## config.mk

```make
export PLATFORM = sky130hd
export DESIGN_NAME = string_hash_bucket_index_core_flat
export DESIGN_NICKNAME = d
export VERILOG_FILES = /design/src/hdl/shbi_pkg.sv /design/src/hdl/shbi_in_if.sv /design/src/hdl/shbi_out_if.sv /design/src/hdl/shbi_mod.sv /design/src/hdl/string_hash_bucket_index_core.sv /design/src/flat_wrapper.sv
export SDC_FILE = /design/constraint.sdc
export NUM_CORES = 1
export LEC_CHECK = 0
export BUFFER_PORTS_ARGS = -buffer_cell sky130_fd_sc_hd__buf_4
export CAP_MARGIN = 15
export CORE_MARGIN = 5
export CORE_UTILIZATION = 55
export DETAILED_ROUTE_END_ITERATION = 7
export HOLD_SLACK_MARGIN = 0.03
export PLACE_DENSITY = 0.72
export SYNTH_ARGS = -nofsm -noshare
export SYNTH_HDL_FRONTEND = slang
export SYNTH_SLANG_ARGS = --single-unit
```

## constraint.sdc

```tcl
create_clock -name clk -period 8.8 [get_ports clk]
set_clock_uncertainty 0.1 [all_clocks]
set_input_delay 0.44 -clock clk [delete_from_list [all_inputs] [get_ports clk]]
set_output_delay 0.44 -clock clk [all_outputs]
set_load 0.1 [all_outputs]
```

## src/hdl/shbi_pkg.sv

```systemverilog
package shbi_pkg;

  localparam int SHBI_MAX_BUCKETS = 4096;

  localparam int CHAR_W = 7;
  localparam int IDX_W  = 12;
  localparam int SEL_W  = 2;
  localparam int CNT_W  = 13;

  localparam int CFG_ADDR_W = 1;
  localparam int CFG_DATA_W = CNT_W;

  localparam logic [CFG_ADDR_W-1:0] CFG_HASH_SELECT  = 1'd0;
  localparam logic [CFG_ADDR_W-1:0] CFG_BUCKET_COUNT = 1'd1;

  localparam logic [SEL_W-1:0] HS_SDBM = 2'd0;
  localparam logic [SEL_W-1:0] HS_DJB2 = 2'd1;
  localparam logic [SEL_W-1:0] HS_BKDR = 2'd2;

  localparam logic [SEL_W-1:0] HS_RESET    = HS_SDBM;
  localparam logic [CNT_W-1:0] COUNT_RESET = 13'd7;

  // seed and multiplier widths
  localparam int SEED_W = 13;
  localparam int MUL_W  = 17;
  localparam logic [SEED_W-1:0] SEED_DJB2 = 13'd5381;

  // shift amounts of the multipliers: 65599 = 2^16 + 2^6 - 1, 33 = 2^5 + 1,
  // 131 = 2^7 + 2 + 1
  localparam int SDBM_SH_HI = 16;
  localparam int SDBM_SH_LO = 6;
  localparam int DJB2_SH    = 5;
  localparam int BKDR_SH_HI = 7;
  localparam int BKDR_SH_LO = 1;

  typedef struct packed {
    logic busy;
    logic done;
  } mod_stat_t;

endpackage

```

## src/hdl/shbi_in_if.sv

```systemverilog
interface shbi_in_if
  import shbi_pkg::*;
();
  logic              valid;
  logic              ready;
  logic [CHAR_W-1:0] char_code;
  logic              last_char;

  modport source (output valid, output char_code, output last_char, input ready);
  modport sink (input valid, input char_code, input last_char, output ready);
endinterface

```

## src/hdl/shbi_out_if.sv

```systemverilog
interface shbi_out_if
  import shbi_pkg::*;
();
  logic             valid;
  logic             ready;
  logic [IDX_W-1:0] bucket_index;

  modport source (output valid, output bucket_index, input ready);
  modport sink (input valid, input bucket_index, output ready);
endinterface

```

## src/hdl/shbi_mod.sv

```systemverilog
module shbi_mod
  import shbi_pkg::*;
#(
  parameter int DW = 31,
  parameter int NW = 13,
  parameter int RW = 12
) (
  input  logic          clk,
  input  logic          rst_n,
  input  logic          start,
  input  logic [DW-1:0] dividend,
  input  logic [NW-1:0] divisor,
  output logic [RW-1:0] rem,
  output mod_stat_t     stat
);

  localparam int DIGITS = 2;
  localparam int STEPS  = (DW + DIGITS - 1) / DIGITS;
  localparam int SW     = STEPS * DIGITS;
  localparam int CNTW   = $clog2(STEPS + 1);

  logic [SW-1:0]   dvd_r, dvd_nxt;
  logic [NW-1:0]   rem_r, rem_nxt;
  logic [NW-1:0]   div_r, div_nxt;
  logic [CNTW-1:0] cnt_r, cnt_nxt;
  logic            busy_r, busy_nxt;
  logic            done_r, done_nxt;
  logic [NW-1:0]   step_rem;

  // restoring remainder, two dividend bits per cycle
  always_comb begin
    logic [NW:0]   t;
    logic [NW-1:0] r;
    r = rem_r;
    t = '0;
    for (int k = 0; k < DIGITS; k++) begin
      t = {r, dvd_r[SW-1-k]};
      if (t >= {1'b0, div_r}) begin
        t = t - {1'b0, div_r};
      end
      r = t[NW-1:0];
    end
    step_rem = r;
  end

  always_comb begin
    busy_nxt = busy_r;
    done_nxt = 1'b0;
    cnt_nxt  = cnt_r;
    dvd_nxt  = dvd_r;
    rem_nxt  = rem_r;
    div_nxt  = div_r;
    if (start) begin
      busy_nxt = 1'b1;
      cnt_nxt  = CNTW'(STEPS);
      dvd_nxt  = SW'(dividend);
      rem_nxt  = '0;
      div_nxt  = divisor;
    end else if (busy_r) begin
      dvd_nxt = dvd_r << DIGITS;
      rem_nxt = step_rem;
      cnt_nxt = cnt_r - CNTW'(1);
      if (cnt_r == CNTW'(1)) begin
        busy_nxt = 1'b0;
        done_nxt = 1'b1;
      end
    end
  end

  always_ff @(posedge clk) begin
    if (!rst_n) begin
      busy_r <= 1'b0;
      done_r <= 1'b0;
      cnt_r  <= '0;
    end else begin
      busy_r <= busy_nxt;
      done_r <= done_nxt;
      cnt_r  <= cnt_nxt;
    end
  end

  always_ff @(posedge clk) begin
    dvd_r <= dvd_nxt;
    rem_r <= rem_nxt;
    div_r <= div_nxt;
  end

  assign rem       = RW'(rem_r);
  assign stat.busy = busy_r;
  assign stat.done = done_r;

endmodule

```

## src/hdl/string_hash_bucket_index_core.sv

```systemverilog
// Bucket index of a symbol name, fed one 7-bit character per request with the
// final character flagged; one result per name carries the zero-based bucket.
// hash_select picks sdbm (65599), djb2 (seed 5381, 33) or bkdr (131); a
// selector of three acts as sdbm. bucket_count is clamped to 1..MAX_BUCKETS
// and the running hash is reduced by it after every character. The product of
// a step is W + 18 bits wide, W = max(13, clog2(MAX_BUCKETS)); the shared
// remainder unit retires two bits of it per cycle. A character is taken with
// its request, reduced, and the new hash is then written back.
// in_if.ready is low while a character is in flight. A finished index waits in
// an output register, so the next name can start before it is taken.
module string_hash_bucket_index_core
  import shbi_pkg::*;
#(
  parameter int MAX_BUCKETS = SHBI_MAX_BUCKETS
) (
  input  logic                  clk,
  input  logic                  rst_n,
  shbi_in_if.sink               in_if,
  shbi_out_if.source            out_if,
  input  logic                  cfg_we,
  input  logic [CFG_ADDR_W-1:0] cfg_addr,
  input  logic [CFG_DATA_W-1:0] cfg_wdata
);

  localparam int RW = (MAX_BUCKETS > 1) ? $clog2(MAX_BUCKETS) : 1;
  localparam int NW = $clog2(MAX_BUCKETS + 1);
  localparam int MW = (RW > SEED_W) ? RW : SEED_W;
  localparam int PW = MW + MUL_W + 1;

  typedef enum logic [2:0] {
    S_IDLE = 3'b001,
    S_RUN  = 3'b010,
    S_WAIT = 3'b100
  } state_t;

  state_t           state_r, state_nxt;
  logic [SEL_W-1:0] sel_r;
  logic [CNT_W-1:0] count_r;
  logic [RW-1:0]    hash_r, hash_nxt;
  logic             name_start_r, name_start_nxt;
  logic             last_r, last_nxt;
  logic             out_valid_r, out_valid_nxt;
  logic [IDX_W-1:0] out_idx_r, out_idx_nxt;

  logic             in_accept;
  logic             out_take;
  logic             out_load;
  logic [MW-1:0]    mcand;
  logic [PW-1:0]    m_ext;
  logic [PW-1:0]    product;
  logic [NW-1:0]    eff_count;
  logic [RW-1:0]    mrem;
  mod_stat_t        mstat;

  assign in_if.ready      = (state_r == S_IDLE) && !mstat.busy;
  assign in_accept        = in_if.valid && in_if.ready;
  assign out_take         = out_valid_r && out_if.ready;
  assign out_if.valid     = out_valid_r;
  assign out_if.bucket_index = out_idx_r;

  // seed is taken from the selector at the first character of a name
  always_comb begin
    if (name_start_r) begin
      mcand = (sel_r == HS_DJB2) ? MW'(SEED_DJB2) : '0;
    end else begin
      mcand = MW'(hash_r);
    end
  end

  assign m_ext = PW'(mcand);

  always_comb begin
    unique case (sel_r)
      HS_DJB2: product = (m_ext << DJB2_SH) + m_ext;
      HS_BKDR: product = (m_ext << BKDR_SH_HI) + (m_ext << BKDR_SH_LO) + m_ext;
      default: product = (m_ext << SDBM_SH_HI) + (m_ext << SDBM_SH_LO) - m_ext;
    endcase
    product = product + PW'(in_if.char_code);
  end

  always_comb begin
    if (count_r == '0) begin
      eff_count = NW'(1);
    end else if (32'(count_r) > MAX_BUCKETS) begin
      eff_count = NW'(MAX_BUCKETS);
    end else begin
      eff_count = NW'(count_r);
    end
  end

  shbi_mod #(
    .DW(PW),
    .NW(NW),
    .RW(RW)
  ) u_shbi_mod (
    .clk      (clk),
    .rst_n    (rst_n),
    .start    (in_accept),
    .dividend (product),
    .divisor  (eff_count),
    .rem      (mrem),
    .stat     (mstat)
  );

  always_comb begin
    state_nxt      = state_r;
    hash_nxt       = hash_r;
    name_start_nxt = name_start_r;
    last_nxt       = last_r;
    out_load       = 1'b0;
    unique case (state_r)
      S_IDLE: begin
        if (in_accept) begin
          state_nxt      = S_RUN;
          last_nxt       = in_if.last_char;
          name_start_nxt = in_if.last_char;
        end
      end
      S_RUN: begin
        if (mstat.done) begin
          hash_nxt = mrem;
          if (!last_r) begin
            state_nxt = S_IDLE;
          end else if (!out_valid_r || out_if.ready) begin
            out_load  = 1'b1;
            state_nxt = S_IDLE;
          end else begin
            state_nxt = S_WAIT;
          end
        end
      end
      // remainder unit holds its result while the output register is full
      S_WAIT: begin
        if (out_if.ready) begin
          out_load  = 1'b1;
          state_nxt = S_IDLE;
        end
      end
      default: state_nxt = S_IDLE;
    endcase
    out_valid_nxt = out_load || (out_valid_r && !out_take);
    out_idx_nxt   = out_load ? IDX_W'(mrem) : out_idx_r;
  end

  always_ff @(posedge clk) begin
    if (!rst_n) begin
      state_r      <= S_IDLE;
      name_start_r <= 1'b1;
      out_valid_r  <= 1'b0;
      sel_r        <= HS_RESET;
      count_r      <= COUNT_RESET;
    end else begin
      state_r      <= state_nxt;
      name_start_r <= name_start_nxt;
      out_valid_r  <= out_valid_nxt;
      if (cfg_we) begin
        unique case (cfg_addr)
          CFG_HASH_SELECT:  sel_r   <= cfg_wdata[SEL_W-1:0];
          CFG_BUCKET_COUNT: count_r <= cfg_wdata[CNT_W-1:0];
          default: ;
        endcase
      end
    end
  end

  always_ff @(posedge clk) begin
    hash_r    <= hash_nxt;
    last_r    <= last_nxt;
    out_idx_r <= out_idx_nxt;
  end

endmodule

```

## src/flat_wrapper.sv

```systemverilog
// flat-port wrapper written by rule: the top's interface ports become plain ports
module string_hash_bucket_index_core_flat import shbi_pkg::*;
#(
  parameter int MAX_BUCKETS = SHBI_MAX_BUCKETS
)
  (clk, rst_n, cfg_we, cfg_addr, cfg_wdata, in_if_valid, in_if_char_code, in_if_last_char, in_if_ready, out_if_valid, out_if_bucket_index, out_if_ready);
  shbi_in_if in_if_i ();
  shbi_out_if out_if_i ();
  input  logic clk;
  input  logic rst_n;
  input  logic cfg_we;
  input  logic [CFG_ADDR_W-1:0] cfg_addr;
  input  logic [CFG_DATA_W-1:0] cfg_wdata;
  input wire logic [$bits(in_if_i.valid)-1:0] in_if_valid;
  input wire logic [$bits(in_if_i.char_code)-1:0] in_if_char_code;
  input wire logic [$bits(in_if_i.last_char)-1:0] in_if_last_char;
  output wire logic [$bits(in_if_i.ready)-1:0] in_if_ready;
  output wire logic [$bits(out_if_i.valid)-1:0] out_if_valid;
  output wire logic [$bits(out_if_i.bucket_index)-1:0] out_if_bucket_index;
  input wire logic [$bits(out_if_i.ready)-1:0] out_if_ready;
  assign in_if_i.valid = in_if_valid;
  assign in_if_i.char_code = in_if_char_code;
  assign in_if_i.last_char = in_if_last_char;
  assign in_if_ready = in_if_i.ready;
  assign out_if_valid = out_if_i.valid;
  assign out_if_bucket_index = out_if_i.bucket_index;
  assign out_if_i.ready = out_if_ready;
  string_hash_bucket_index_core #(.MAX_BUCKETS(MAX_BUCKETS)) u_core (.clk(clk), .rst_n(rst_n), .in_if(in_if_i), .out_if(out_if_i), .cfg_we(cfg_we), .cfg_addr(cfg_addr), .cfg_wdata(cfg_wdata));
endmodule
```

; ---- Word level (Yosys, flattened, before mapping)
; Cells that the tools add are included.
[totals]
ff_bits = 110
in_bits = 27
output_inout_bits = 14
wordCells = 85
[classes]
add_sub_neg = 9
order_cmp = 3
n_eq_ne = 9
n_mux = 25
n_bitwise = 3
n_reduce_logical = 19
[op_table]
columns = operator, count
row1 = $mux W13, 5
row2 = $mux W31, 2
row3 = $pmux W31 S2, 1
row4 = $add A31 B13 Y31, 1
row5 = $add A31 B7 Y31, 1
row6 = $sub A31 B13 Y31, 1
row7 = $add A29 B19 Y30, 1
row8 = $ge A14 B13 Y1, 2
row9 = $sub A13 B13 Y13, 2
row10 = $add A20 B14 Y21, 1
row11 = $add A18 B13 Y19, 1
row12 = $mux W3, 5
row13 = $gt A13 B13 Y1 const B, 1
row14 = $logic_not A13 Y1, 1
row15 = $mux W5, 2
row16 = $pmux W3 S3, 1
row17 = $mux W1, 8
row18 = $reduce_and A2 Y1, 4
row19 = $eq A5 B1 Y1 const B, 1
row20 = $sub A5 B1 Y5 const B, 1
row21 = $logic_and A1 B1 Y1, 4
row22 = $ne A2 B2 Y1 const B, 2
row23 = $reduce_or A2 Y1, 2
row24 = $eq A3 B1 Y1 const B, 1
row25 = 12 further kinds, 17

; ---- Logic depth before layout (Yosys ltp)
; Gate-level depths: netlist of the first run.
[logic_depth]
word_depth = 8
ltp_mapped = 27
mapped_depth_nobuf = 26

; ---- By module
; A second synthesis of the first run with hierarchy kept.
[unflattened]
cells_unflattened = 1155
area_unflattened_um2 = 10134.7
[by_module_without_submodules]
columns = module, n_inst, cells_per_inst, area_per_inst_um2, seq_area_each_um2
row1 = string_hash_bucket_index_core, 1, 777, 6044.5, 1151.1
row2 = shbi_mod, 1, 378, 4090.2, 1741.7

; ---- Worst setup path after synthesis of the first run
; OpenSTA, ideal clock, no wires.
[synth_timing]
kind = register to register
start = reg u_core.u_shbi_mod.dvd_r[31]
end = reg u_core.u_shbi_mod.rem_r[10]
setup_time_ns = 0.060
arrival_ns = 5.901
required_ns = 8.640
setup_slack_ns = 2.740
path_stages_with_launch = 28
path_buffers = 2
synth_period_minus_slack_ns = 6.060
cell_sequence = dfxtp_1 -> inv_1 -> ha_1 -> inv_1 -> fa_1 -> a21o_1 -> a21oi_1 -> nor2_1 -> o31a_1 -> o21a_1 -> o41ai_2 -> nor2b_1 -> o21ai_1 -> clkbuf_1 -> mux2_2 -> ha_1 -> nor2b_1 -> o21ai_0 -> a21boi_0 -> o21ai_0 -> a21boi_0 -> o21ai_0 -> a21oi_1 -> o41ai_1 -> nand2_1 -> buf_2 -> a2111oi_0 -> a221o_1
[synth_via]
elab_chain_len = 4
elab_cells_between_ends = 6
cone_classes = add/sub (2) / order compare (2) / mux (2)
[synth_lines]
columns = item, line
row1 = "start, declared", shbi_mod.sv:22  ; logic [SW-1:0] dvd_r, dvd_nxt;
row2 = "start signal, assigned", shbi_mod.sv:83  ; dvd_r <= dvd_nxt;
row3 = $sub A13 B13 Y13 or $ge A14 B13 Y1 (tied branches), "shbi_mod.sv:39, shbi_mod.sv:38"
row4 = $mux W13 *, shbi_mod.sv:38  ; if (t >= {1'b0, div_r}) begin
row5 = $sub A13 B13 Y13 or $ge A14 B13 Y1 (tied branches), "shbi_mod.sv:39, shbi_mod.sv:38"
row6 = $mux W13 *, shbi_mod.sv:38
row7 = "end signal, assigned", shbi_mod.sv:84  ; rem_r <= rem_nxt;
row8 = "end, declared", shbi_mod.sv:23  ; logic [NW-1:0] rem_r, rem_nxt;
; Mark *: on every way between the ends. The rest lies on a longest branch, timed or not.
; A chain may end at the register's enable or synchronous reset.

; ---- Worst setup path in the final report of the first run
; Same ends and word-level chain as after synthesis.

==> impl_metrics.json, run 1 <==
{
  "dr.pass1.iters": 6,
  "antenna_found_initial": 0,
  "cts-root-buf": "clkbuf_16",
  "min_path_cells": 1,
  "worst_slew_pin_slew_ns": 1.09,
  "power_switching_uw": 1040,
  "areaGrowthSynthToFinish_pct": 7.71,
  "crit_buf_inv": 3,
  "via_per_inst": 6.20,
  "slew_headroom_pct": 26.8,
  "leakagePower_uw": 0.00419,
  "start_kind": "flip-flop",
  "final_util_pct": 60.5,
  "synth-edff-count": 69,
  "synth_cell_types": 93,
  "path_max_fanout": 16,
  "drive_gt1_share_pct": 9.91,
  "grt_max_degree": 57,
  "critPathKind": "flip-flop to flip-flop",
  "async_reset_ff_share_pct": 0,
  "die-area_sq_mm": 0.0204,
  "port_buffers": 40,
  "cp.required_ns": 9.01,
  "clk_latency_ns": 0.37,
  "syn_area_per_cell_sq_um": 8.55,
  "min_period_ns": 6.84,
  "cts_resized": 0,
  "gp_congestion": 0.990,
  "yosysSeqAreaShare_pct": 29.8,
  "dieHeight_microns": 143,
  "p_comb_share_pct": 54.0,
  "cts.sinks": 110,
  "coreArea_sq_mm": 0.0173,
  "ys_ff_latch": 110,
  "cts_setup_buffers": 0,
  "crit_slowest_cell": "o41ai_1",
  "ys_warn_count": 0,
  "fin_setup_tns_ns": 0,
  "worst_path_largest_cell_delay_ns": 0.86,
  "holdBufCountCts": 0,
  "final_nets": 1253,
  "syn-cell-area_sq_mm": 0.00971,
  "wirelength_mm": 25.8,
  "peakVddDrop_v": 0.000251,
  "hold_class": "primary input to flip-flop",
  "finalHoldViolations": 0,
  "setup_viol": 0,
  "powerDensity_mw_per_mm2": 235,
  "status": "completed",
  "seq_power_share_pct": 29.0,
  "io_pins": 41,
  "track_usage_pct": 25.5,
  "grt_overflow": 0,
  "vias": 8531,
  "wl_per_cell_microns": 18.7,
  "clock.fmax_ghz": 0.146,
  "slew_viol_final": 0,
  "p_int_uw": 1410,
  "period_share_pct": 77.8,
  "clockBufferDepth": 2,
  "place_hpwl_mm": 19.6,
  "worstSetupEndpointType": "flip-flop",
  "drtIter0Drc": 704,
  "antenna_left": 0,
  "final_cell_mix": "139 x nand2_1, 79 x nor2_1, 75 x o21ai_0, 74 x ha_1, 69 x edfxtp_1",
  "worstSetupPathDepth": 26,
  "sw_frac_of_total_pct": 42.5,
  "die_w_microns": 143,
  "final_common_cell": "nand2_1",
  "drc": 0,
  "htree_levels": 3,
  "crit_arrival_ns": 7.06,
  "syn_inst": 1136,
  "rows": 48,
  "worst_path_dominant_cell_family": "compound AO/OA/AOI/OAI gates",
  "drv_cap": 0,
  "cts_made_buffers": 9,
  "clk_pin_slew_ns": 0.08,
  "grt_setup_unrepaired": "false",
  "cts_tree": "done",
  "antennaDiodeCount": 0,
  "cp_common_cell": "o21ai_0",
  "p_clk_share_pct": 17.0,
  "grt_first_pass_wirelength_mm": 41.9,
  "r2r_cells": 26,
  "synth.net_count": 1244,
  "initial_core_util_pct": 56.1,
  "grt_pass1_vias": 8084,
  "synth_ff_type": "edfxtp_1"
}
routing by layer:
metal	vias up	track usage (%)	wire (microns)
li1	4158	-	-
met1	4016	33.7	11100
met2	305	42.9	12400
met3	52	3.68	1490
met4	0	8.80	754
met5	-	0	0
synth_stat cells (all sizes together), types with 24 or more instances:
| cell type | n | area, sq um |
|---|---|---|
| nand2 | 141 | 537 |
| clkbuf | 44 | 168 |
| o21ai | 80 | 400 |
| xnor2 | 56 | 498 |
| nor2b | 38 | 238 |
| ha | 74 | 926 |
| inv | 66 | 250 |
| nor2 | 80 | 303 |
| dfxtp | 41 | 821 |
| nand3 | 28 | 140 |
| a21oi | 47 | 246 |
| nor3 | 24 | 141 |
| edfxtp | 69 | 2070 |
final timing paths:
check	start	to	slack, ns
setup reg to reg	u_core.u_shbi_mod.dvd_r[31]	u_core.u_shbi_mod.rem_r[10]	1.96
hold reg to reg	u_core.u_shbi_mod.rem_r[12]	u_core.u_shbi_mod.rem_r[12]	0.36
hold / removal	in_if_last_char	u_core.last_r	0.15
setup / recovery	u_core.u_shbi_mod.dvd_r[31]	u_core.u_shbi_mod.rem_r[10]	1.96
cells by family (layout without fill, tap and decap cells):
logic type / count (synthesis) / after routing / synth area share [%]
AO/OA/AOI/OAI: 292 / 292 / 21.0
AND/OR/NAND/NOR: 417 / 417 / 21.8
buffers and inverters: 118 / 132 / 4.78
flip-flops: 110 / 110 / 29.8
adder cells (fa/ha/maj): 81 / 81 / 11.0
multiplexers: 39 / 39 / 4.30
XOR/XNOR: 79 / 79 / 7.35
stage by stage:
| step | instances | area [sq um] | hold WS (ns) | setup slack [ns] | total power (uW) |
|---|---|---|---|---|---|
| 2_1_floorplan | 1136 | 9710 | 0.321 | 2.74 | 1740 |
| 3_3_place_gp | 1359 | 10200 | 0.348 | 2.22 | 2010 |
| 3_5_place_dp | 1359 | 10200 | 0.349 | 2.09 | 2030 |
| 4_1_cts | 1375 | 10500 | 0.151 | 2.03 | 2450 |
| 5_1_grt | 1375 | 10500 | 0.150 | 1.36 | 2630 |
| 6_report | 1375 | 10500 | 0.152 | 1.96 | 2460 |
state kept, by name (all words and copies together), names as in the netlist:
name / flops
u_core.u_shbi_mod.dvd_r: 32
u_core.count_r: 13
u_core.last_r: 1
u_core.u_shbi_mod.rem_r: 13
u_core.u_shbi_mod.cnt_r: 5
u_core.u_shbi_mod.div_r: 13
u_core.hash_r: 12
u_core.sel_r: 2
u_core.out_if.bucket_index: 12
u_core.name_start_r: 1
u_core.out_if.valid: 1
u_core.u_shbi_mod.busy_r: 1
u_core.u_shbi_mod.done_r: 1
u_core.state_r: 3
final cells by class:
cell class	count	area, sq um
clock inverters	7	76.3
inverters	67	254
repair buffers	49	368
clock buffers	9	225
multi-input cells	908	6360
flip-flops and latches	110	2890
fillers	1573	6840
well taps	225	282
power by group through the flow:
stage | logic (uW) | registers [uW] | clock network, uW
3_3_place_gp | 1290 | 722 | 0
2_1_floorplan | 1040 | 696 | 0
6_report | 1330 | 713 | 418
4_1_cts | 1310 | 714 | 421
3_5_place_dp | 1300 | 724 | 0
5_1_grt | 1470 | 723 | 443
Note: power is estimated with default switching activity, not from simulation.
==> run 2: changes to the inputs <==
==> constraint.sdc (replaced) <==
create_clock -name clk -period 7 [get_ports clk]
set_clock_uncertainty 0.1 [all_clocks]
set_input_delay 0.35 -clock clk [delete_from_list [all_inputs] [get_ports clk]]
set_output_delay 0.35 -clock clk [all_outputs]
set_load 0.1 [all_outputs]
==> run 2 against run 1 <==
Cell count rose by 0.44%. Worst setup slack got worse by 1.3 ns. Sequential share of layout area is 0.20 points lower. Design area increased by 0.73%. Total power increased by 28%. Global-route usage fell by 0.11 points. Count of clock-buffer cells in the layout unchanged. Die area unchanged. Core utilization rose by 0.44 points. Critical endpoint unchanged. Largest cell class unchanged.
==> impl_metrics.json, run 2 (same netlist as run 1, synthesis figures left out) <==
{
  "status": "completed",
  "cts.sinks": 110,
  "cp_common_cell": "o21ai_0",
  "period_share_pct": 90.2,
  "cts-root-buf": "clkbuf_16",
  "holdBufCountCts": 0,
  "areaGrowthSynthToFinish_pct": 8.49,
  "drc": 0,
  "track_usage_pct": 25.4,
  "worst_path_dominant_cell_family": "compound AO/OA/AOI/OAI gates",
  "final_nets": 1259,
  "peakVddDrop_v": 0.000313,
  "cts_tree": "done",
  "cp.required_ns": 7.21,
  "port_buffers": 40,
  "gp_congestion": 0.992,
  "grt-busiest-layer": "met2",
  "worstSetupEndpointType": "flip-flop",
  "worst_path_largest_cell_delay_ns": 0.47,
  "cts_resized": 0,
  "leakagePower_uw": 0.00424,
  "drive_gt1_share_pct": 10.5,
  "coreArea_sq_mm": 0.0173,
  "met1_usage_pct": 33.3,
  "antenna_found_initial": 0,
  "grtUsageMet3_pct": 4.99,
  "path_max_fanout": 11,
  "final_cell_mix": "138 x nand2_1, 79 x nor2_1, 75 x o21ai_0, 74 x ha_1, 69 x edfxtp_1",
  "antenna_left": 0,
  "p_clk_share_pct": 17.8,
  "p_comb_share_pct": 53.6,
  "power_switching_uw": 1340,
  "fill_cells": 1533,
  "critPathKind": "flip-flop to flip-flop",
  "finalHoldViolations": 0,
  "min_period_ns": 6.31,
  "grt_max_degree": 57,
  "hold_class": "primary input to flip-flop",
  "drv_cap": 0,
  "crit_buf_inv": 3,
  "rows": 48,
  "clock.fmax_ghz": 0.158,
  "start_kind": "flip-flop",
  "wirelength_mm": 25.8,
  "final_common_cell": "nand2_1",
  "die_w_microns": 143,
  "die-area_sq_mm": 0.0204,
  "regMostFlops": "u_core.u_shbi_mod.dvd_r",
  "grt_use_met2_pct": 41.4,
  "via_per_inst": 6.14,
  "io_pins": 41,
  "sw_frac_of_total_pct": 42.6,
  "grt_setup_unrepaired": "false",
  "largest_reg_flops": 32,
  "drtIter0Drc": 780,
  "clk_latency_ns": 0.37,
  "crit_arrival_ns": 6.53,
  "dp_cells": 1365,
  "cts_made_buffers": 9,
  "initial_core_util_pct": 56.1,
  "setup_viol": 0,
  "htree_levels": 3,
  "powerDensity_mw_per_mm2": 298,
  "vias": 8475,
  "grt_first_pass_wirelength_mm": 41.4,
  "dieHeight_microns": 143,
  "wl_per_cell_microns": 18.7,
  "place_hpwl_mm": 19.9,
  "p_int_uw": 1800,
  "dr.pass1.iters": 7,
  "grt_pass1_vias": 8013,
  "final_util_pct": 60.9,
  "clk_pin_slew_ns": 0.09,
  "antennaDiodeCount": 0,
  "slew_viol_final": 0,
  "seq_power_share_pct": 28.6,
  "clockBufferDepth": 2,
  "worst_slew_pin_slew_ns": 1.15,
  "total_power_uw": 3140,
  "cts_setup_buffers": 0,
  "grt_overflow": 0,
  "slew_headroom_pct": 23.3,
  "crit_slowest_cell": "a2111oi_1",
  "fin_setup_tns_ns": 0,
  "fin_cells": 1381
}
## run 2: cell types whose count changed in the layout (fill, tap and decap cells not counted)
cell	previous run	this run
clkinv_4	1	0
clkinvlp_4	1	0
nand2_2	1	2
clkinv_8	2	3
clkinvlp_2	1	0
nand2_1	139	138
a2111oi_0	3	2
buf_4	49	55
a2111oi_1	0	1
inv_12	0	2
## run 2: cell type report
cell class / instances / area [sq um] / share of cell area (%)
multi-input combinational: 908 / 6360 / 60.4
sequential: 110 / 2890 / 27.5
timing repair buffer: 55 / 413 / 3.92
tap: 225 / 282 / 2.67
inverter: 67 / 254 / 2.41
clock buffer: 9 / 225 / 2.14
clock inverter: 7 / 104 / 0.986
## run 2: path summary, 6_finish.rpt
| kind | from | endpoint | slack (ns) | depth (start not counted) |
|---|---|---|---|---|
| worst min register to register | u_core.u_shbi_mod.rem_r[12] | u_core.u_shbi_mod.rem_r[12] | 0.37 | 2 |
| worst max register to register | u_core.u_shbi_mod.dvd_r[31] | u_core.u_shbi_mod.rem_r[10] | 0.69 | 26 |
| worst min-delay path | in_if_last_char | u_core.last_r | 0.07 | 1 |
| worst max-delay path | u_core.u_shbi_mod.dvd_r[31] | u_core.u_shbi_mod.rem_r[10] | 0.69 | 26 |
## run 2: metrics by stage
step	setup slack, ns	instance area [sq um]	hold slack [ns]
final	0.685	10500	0.0696
after global routing	0.192	10500	0.0565
after CTS	0.498	10500	0.0604
after detailed placement	0.551	10200	0.348
after global placement	0.727	10200	0.352
after floorplan	0.940	9710	0.321
## run 2: power groups by stage
| stage | registers (uW) | logic (uW) | clock network [uW] |
|---|---|---|---|
| CTS | 897 | 1660 | 568 |
| detailed placement | 911 | 1650 | 0 |
| floorplan | 875 | 1310 | 0 |
| global route | 908 | 1860 | 596 |
| global placement | 907 | 1630 | 0 |
| finish | 896 | 1680 | 558 |
## run 2: routing by layer
layer | routed length, microns | up-vias
li1 | - | 4159
met4 | 959 | 0
met5 | 0 | -
met1 | 10900 | 3963
met3 | 1660 | 72
met2 | 12200 | 281
